==> src/sv/bgi_pkg.sv <==
package bgi_pkg;

  localparam int MAX_POINTS = 32;
  localparam int IDX_W      = $clog2(MAX_POINTS);
  localparam int VAL_AW     = 2 * IDX_W;
  localparam int GRID_W     = 16;
  localparam int VAL_W      = 32;
  localparam int CFG_W      = 6;
  localparam int CFG_RESET  = 32;
  localparam int MIN_POINTS = 4;

  // data word of the input stream, fields from the lowest bit up
  localparam int ROW_LSB    = 0;
  localparam int COL_LSB    = ROW_LSB + IDX_W;
  localparam int PX_LSB     = COL_LSB + IDX_W;
  localparam int PY_LSB     = PX_LSB + GRID_W;
  localparam int LOAD_LSB   = PY_LSB + GRID_W;
  localparam int IN_BITS    = LOAD_LSB + VAL_W;
  localparam int IN_TDATA_W = ((IN_BITS + 7) / 8) * 8;

  // spline arithmetic
  localparam int GAP_MIN    = 7;
  localparam int ONE_Q16    = 65536;
  localparam int U_CAP      = 262144;
  localparam int U_W        = 19;
  localparam int CW         = 54;
  localparam int HW         = 58;
  localparam int PH_W       = CW - 16 + U_W;
  localparam int PL_W       = 16 + U_W;
  localparam longint STAGE_LIM = 64'h000F_FFFF_FFFF_FFFF;

  // shared divider
  localparam int DVN_W      = 49;
  localparam int DVD_W      = 18;
  localparam int CNT_W      = $clog2(DVN_W + 1);

  typedef enum logic [1:0] {
    MODE_GRID = 2'd0,
    MODE_VAL  = 2'd1,
    MODE_EVAL = 2'd2
  } mode_e;

  typedef enum logic [4:0] {
    OP_NONE,
    OP_WR_GRID,
    OP_WR_VAL,
    OP_START,
    OP_SRCH_RD,
    OP_SRCH_CMP,
    OP_GRID_RD,
    OP_VAL_RD,
    OP_U_START,
    OP_U_SET,
    OP_YLOAD,
    OP_GAPS,
    OP_MUL,
    OP_DIV_START,
    OP_ACC,
    OP_COEF,
    OP_HMUL,
    OP_HADD,
    OP_STORE_YV,
    OP_RESULT
  } op_e;

  typedef struct packed {
    op_e        op;
    logic [1:0] idx;
    logic [1:0] col;
    logic       axis_y;
  } cmd_t;

  typedef struct packed {
    logic srch_end;
    logic div_busy;
  } sts_t;

endpackage

==> src/sv/bgi_ctrl.sv <==
module bgi_ctrl import bgi_pkg::*; (
  input  logic       clk_i,
  input  logic       rst_ni,
  input  logic       in_valid_i,
  input  logic [1:0] in_mode_i,
  input  logic       out_free_i,
  input  sts_t       sts_i,
  output logic       in_ready_o,
  output cmd_t       cmd_o
);

  typedef enum logic [4:0] {
    S_IDLE, S_SRCH, S_SCMP, S_GRD, S_GWAIT, S_USTART, S_UWAIT, S_VRD, S_VWAIT,
    S_YLOAD, S_GAPS, S_MUL, S_DSTART, S_DWAIT, S_COEF, S_HMUL, S_HADD, S_FIN, S_RES
  } state_e;

  state_e     state_q, state_d;
  logic [1:0] cnt_q, cnt_d, s_q, s_d;
  logic       axis_q, axis_d;

  always_comb begin
    state_d = state_q;
    cnt_d   = cnt_q;
    s_d     = s_q;
    axis_d  = axis_q;
    cmd_o   = '{op: OP_NONE, idx: cnt_q, col: s_q, axis_y: axis_q};
    unique case (state_q)
      S_IDLE: begin
        if (in_valid_i) begin
          unique case (in_mode_i)
            MODE_GRID: cmd_o.op = OP_WR_GRID;
            MODE_VAL:  cmd_o.op = OP_WR_VAL;
            MODE_EVAL: begin
              cmd_o.op = OP_START;
              axis_d   = 1'b0;
              s_d      = '0;
              state_d  = S_SRCH;
            end
            default: ;
          endcase
        end
      end
      S_SRCH: begin
        if (sts_i.srch_end) begin
          cnt_d   = '0;
          state_d = S_GRD;
        end else begin
          cmd_o.op = OP_SRCH_RD;
          state_d  = S_SCMP;
        end
      end
      S_SCMP: begin
        cmd_o.op = OP_SRCH_CMP;
        state_d  = S_SRCH;
      end
      S_GRD: begin
        cmd_o.op = OP_GRID_RD;
        cnt_d    = cnt_q + 2'd1;
        if (cnt_q == 2'd3) state_d = S_GWAIT;
      end
      S_GWAIT: state_d = S_USTART;
      S_USTART: begin
        cmd_o.op = OP_U_START;
        state_d  = S_UWAIT;
      end
      S_UWAIT: begin
        if (!sts_i.div_busy) begin
          cmd_o.op = OP_U_SET;
          cnt_d    = '0;
          state_d  = axis_q ? S_YLOAD : S_VRD;
        end
      end
      S_VRD: begin
        cmd_o.op = OP_VAL_RD;
        cnt_d    = cnt_q + 2'd1;
        if (cnt_q == 2'd3) state_d = S_VWAIT;
      end
      S_VWAIT: state_d = S_GAPS;
      S_YLOAD: begin
        cmd_o.op = OP_YLOAD;
        state_d  = S_GAPS;
      end
      S_GAPS: begin
        cmd_o.op = OP_GAPS;
        cnt_d    = '0;
        state_d  = S_MUL;
      end
      S_MUL: begin
        cmd_o.op = OP_MUL;
        state_d  = S_DSTART;
      end
      S_DSTART: begin
        cmd_o.op = OP_DIV_START;
        state_d  = S_DWAIT;
      end
      S_DWAIT: begin
        if (!sts_i.div_busy) begin
          cmd_o.op = OP_ACC;
          cnt_d    = cnt_q + 2'd1;
          state_d  = (cnt_q == 2'd3) ? S_COEF : S_MUL;
        end
      end
      S_COEF: begin
        cmd_o.op = OP_COEF;
        cnt_d    = '0;
        state_d  = S_HMUL;
      end
      S_HMUL: begin
        cmd_o.op = OP_HMUL;
        state_d  = S_HADD;
      end
      S_HADD: begin
        cmd_o.op = OP_HADD;
        cnt_d    = cnt_q + 2'd1;
        state_d  = (cnt_q == 2'd2) ? S_FIN : S_HMUL;
      end
      S_FIN: begin
        cnt_d = '0;
        if (axis_q) begin
          state_d = S_RES;
        end else begin
          cmd_o.op  = OP_STORE_YV;
          cmd_o.idx = s_q;
          s_d       = s_q + 2'd1;
          if (s_q == 2'd3) begin
            axis_d  = 1'b1;
            state_d = S_GRD;
          end else begin
            state_d = S_VRD;
          end
        end
      end
      S_RES: begin
        if (out_free_i) begin
          cmd_o.op = OP_RESULT;
          state_d  = S_IDLE;
        end
      end
      default: state_d = S_IDLE;
    endcase
  end

  always_ff @(posedge clk_i or negedge rst_ni) begin
    if (!rst_ni) begin
      state_q <= S_IDLE;
      cnt_q   <= '0;
      s_q     <= '0;
      axis_q  <= 1'b0;
    end else begin
      state_q <= state_d;
      cnt_q   <= cnt_d;
      s_q     <= s_d;
      axis_q  <= axis_d;
    end
  end

  assign in_ready_o = (state_q == S_IDLE);

  a_div_runs: assert property (@(posedge clk_i) disable iff (!rst_ni)
    (cmd_o.op == OP_DIV_START || cmd_o.op == OP_U_START) |=> sts_i.div_busy)
    else $error("divider did not start");

  a_result_free: assert property (@(posedge clk_i) disable iff (!rst_ni)
    cmd_o.op == OP_RESULT |-> out_free_i)
    else $error("result written over a waiting result");

  a_idle_quiet: assert property (@(posedge clk_i) disable iff (!rst_ni)
    in_ready_o |-> !sts_i.div_busy)
    else $error("input taken while divider busy");

endmodule

==> config.mk <==
export PLATFORM = sky130hd
export DESIGN_NAME = bgi_ctrl
export DESIGN_NICKNAME = d
export VERILOG_FILES = /design/src/sv/bgi_pkg.sv /design/src/sv/bgi_ctrl.sv
export SDC_FILE = /design/constraint.sdc
export NUM_CORES = 1
export LEC_CHECK = 0
export BUFFER_PORTS_ARGS = -buffer_cell sky130_fd_sc_hd__clkbuf_2
export CORE_MARGIN = 1.5
export CORE_UTILIZATION = 40
export DETAILED_ROUTE_END_ITERATION = 6
export GPL_TIMING_DRIVEN = 0
export HOLD_SLACK_MARGIN = 0.03
export PLACE_DENSITY_LB_ADDON = 0.25
export SYNTH_ARGS = -nofsm -noshare
export SYNTH_HDL_FRONTEND = slang
export SYNTH_SLANG_ARGS = --single-unit
==> constraint.sdc <==
create_clock -name clk_i -period 5.6 [get_ports clk_i]
set_input_delay 1.68 -clock clk_i [delete_from_list [all_inputs] [get_ports clk_i]]
set_output_delay 1.68 -clock clk_i [all_outputs]
set_load 0.05 [all_outputs]
==> summary.txt <==
STA
  • RSZ-0062 raised after global routing: false
  • Tmin final: 4.441 ns
  • Least-Margin Pin Slew: 0.5504 ns
  • Final hold violation count: 0
  • Endpoints failing setup: 0
  • Setup slack after layout: 1.159 ns
  • Setup TNS: 0 ns
  • Rel. slew slack: 0.6323
  • Fmax: 0.2252 GHz
  • Slew Viols, Final: 0
  • Period utilisation layout: 0.7930
  • Clock skew: 0.001963 ns

Setup path
  • Worst Path Required: 3.92 ns
  • CP Class: in2out
  • Arrival time worst endpoint: 2.76 ns
  • Cell with the largest stage delay on the worst path: a2111oi_1
  • CP max stage delay: 0.39 ns
  • CP Cell Sequence: clkbuf_2 > inv_1 > o22ai_1 > a2111oi_1 > clkbuf_2
  • Critical path peak fanout: 4
  • WP buf/inv: 3
  • Kind of cell adding the most delay to the critical path: buffers and inverters
  • CP endpoint kind: output pin
  • Crit path launch type: input port
  • Cell repeated most along the worst path: clkbuf_2
  • Crit path launch: sts_i[0]
  • FF-to-FF Start: state_q[1]

Die
  • Die area: 0.003479 mm2
  • Initial Utilization: 0.4175
  • Rows: 20
  • Core area: 0.003003 mm2
  • Die width: 58.99 um
  • Die span in y: 58.99 um
  • # IOs: 19

Global route
  • Global-route wire length before repair: 5209 um
  • GRT overflow: 0
  • Initial antenna violation count: 0
  • Largest net degree at the start of global routing: 11
  • GRT Overall Usage: 0.1992
  • Vias in the first global route: 1111

Yosys
  • Cell area after synthesis: 0.001254 mm2
  • Post-Syn Nets: 170
  • Post-synth ARST share: 1.000
  • Top-area cell type share of the netlist area: 0.1996
  • Synth Area per Inst: 8.037 um2
  • Synth warn: 0
  • Flops & latches, synth: 10
  • Main synth FF type: dfrtp_1
  • Synth area leader: dfrtp_1
  • Sequential cell area fraction in the yosys report: 0.1996
  • Distinct cell type count after synthesis: 56
  • Syn Inst Count: 156
  • Synth top area cells: dfrtp_1 (20%), ha_1 (6.0%), o21ai_0 (4.8%)
  • EDFF count, synth: 0

CTS
  • PostCTS Resize Cnt: 0
  • Clock Latency Late Sink: 0.27 ns
  • Total CTS buffers: 3
  • Clk slew on worst S/H paths: 0.06 ns
  • Hold_buf cts: 0
  • Post-CTS Setup Bufs: 0
  • Clk sinks: 10
  • CTS H-tree depth: 1
  • Clock buffer depth: 2
  • CTS Root Cell: clkbuf_4
  • TritonCTS clock tree: yes

Pwr
  • Worst VDD drop: 0.0002003 V
  • Reg power frac: 0.139
  • Combinational Power Share: 0.794
  • Clock power share: 0.067
  • Sw frac: 0.5806
  • Power per Cell Area: 675.8 mW/mm2
  • Int Pwr: 403.2 uW
  • Leakage: 0.5991 nW
  • Psw: 558.2 uW
  • Overall Power: 961.4 uW

Finish
  • Layout area overhead: 13.47%
  • Most common cell after layout, fill and taps aside: clkbuf_2
  • Area of the multi-input gates: 889.6 um2
  • Fillers: 318
  • Most frequent cells in the layout: clkbuf_2 (18), o21ai_0 (12), inv_1 (11)
  • Final Instance Area: 0.001423 mm2
  • # diodes: 0
  • Fraction of layout cells with a size suffix above 1: 0.2528
  • Reg area: 250.2 um2
  • Fin cells: 211
  • Post-layout net count: 193

Drt
  • Final WL: 3442 um
  • DRT iter0 DRCs: 105
  • Drt wl/cell: 16.31 um
  • ANT nets after route: 0
  • Number of detailed-route iterations in the first pass: 4
  • DRC viols: 0
  • Vias per inst: 6.213
  • Via count: 1311

Run
  • Maxcap violations: 0

Place
  • Routability congestion estimate from global placement: 0.8992
  • DP Wirelength: 2681 um
  • Dpl ws: 1.162 ns
  • Port buffer count: 18
  • Placed Area: 0.001386 mm2
  • Post-Place Cells: 207

Worst hold path
  • Worst hold path type: reg2reg
  • Hold Crit Start: s_q[1]

Status
  • Status: complete, no violations
==> worst paths after layout <==
check                        endpoint  depth (start not counted)  slack, ns
hold reg to reg                s_q[1]                          1       0.56
setup reg to reg           state_q[1]                          5       3.63
max in group asynchronous    cnt_q[0]                          1       4.14
hold / removal                 s_q[1]                          1       0.56
setup / recovery             cmd_o[8]                          5       1.16
min in group asynchronous      s_q[1]                          1       1.26
==> through the flow <==
stage               hold WS [ns]  utilization
finish                    0.5645       0.4738
global route              0.6020       0.4738
CTS                       0.5680       0.4738
detailed placement        0.5536       0.4617
global placement          0.5386       0.4617
floorplan                 0.5351            -
==> cell families (layout without fill, tap and decap cells) <==
kind of cell / Yosys count / after routing / synth area share
fa+ha+maj: 6 / 6 / 0.05988
buf+inv: 25 / 47 / 0.09181
simple gates: 52 / 52 / 0.2565
mux: 6 / 6 / 0.05289
flops: 10 / 10 / 0.1996
compound gates: 57 / 57 / 0.3393
==> final cells by class <==
type,count,area share
buffer,14,0.05189
sequential,10,0.1759
tap,33,0.02902
multi-input combinational,121,0.6253
clock buffer,4,0.02551
timing repair buffer,18,0.06332
inverter,11,0.02902
==> Yosys cell counts, types with 2 or more instances <==
library cell / number
a32oi_1: 2
inv_1: 11
buf_2: 5
dfrtp_1: 10
nand2b_1: 4
nand2_1: 6
clkbuf_1: 5
a21o_1: 2
a21oi_1: 9
a31oi_1: 5
o21bai_1: 3
or3b_1: 2
buf_4: 2
nor2b_1: 7
nor3_1: 4
or3b_2: 2
nand3_1: 2
o211ai_1: 3
mux2i_1: 4
nand3b_1: 3
ha_1: 6
o22ai_1: 3
nor2_1: 10
nor4_1: 2
o21ai_0: 12
a2bb2oi_1: 2
==> flip-flops by register name, indices dropped and copies added, names as in the netlist <==
signal   cells
axis_q       1
cnt_q        2
s_q          2
state_q      5
==> power groups by stage <==
stage	sequential, mW	clock [mW]	combinational, mW
floorplan	0.138	0	0.586
global placement	0.133	0	0.744
detailed placement	0.134	0	0.752
CTS	0.133	0.0668	0.754
global route	0.138	0.0711	0.815
finish	0.133	0.0643	0.764
==> per-layer routing <==
layer  global-route usage  part of all wire  vias to the layer above
li1                     -                 -                      628
met2               0.3159              0.47                       76
met3              0.04585             0.078                       10
met1               0.2658              0.42                      597
met5                    0                 0                        -
met4              0.06818             0.024                        0
No activity file was read; power rests on OpenSTA's default activity.
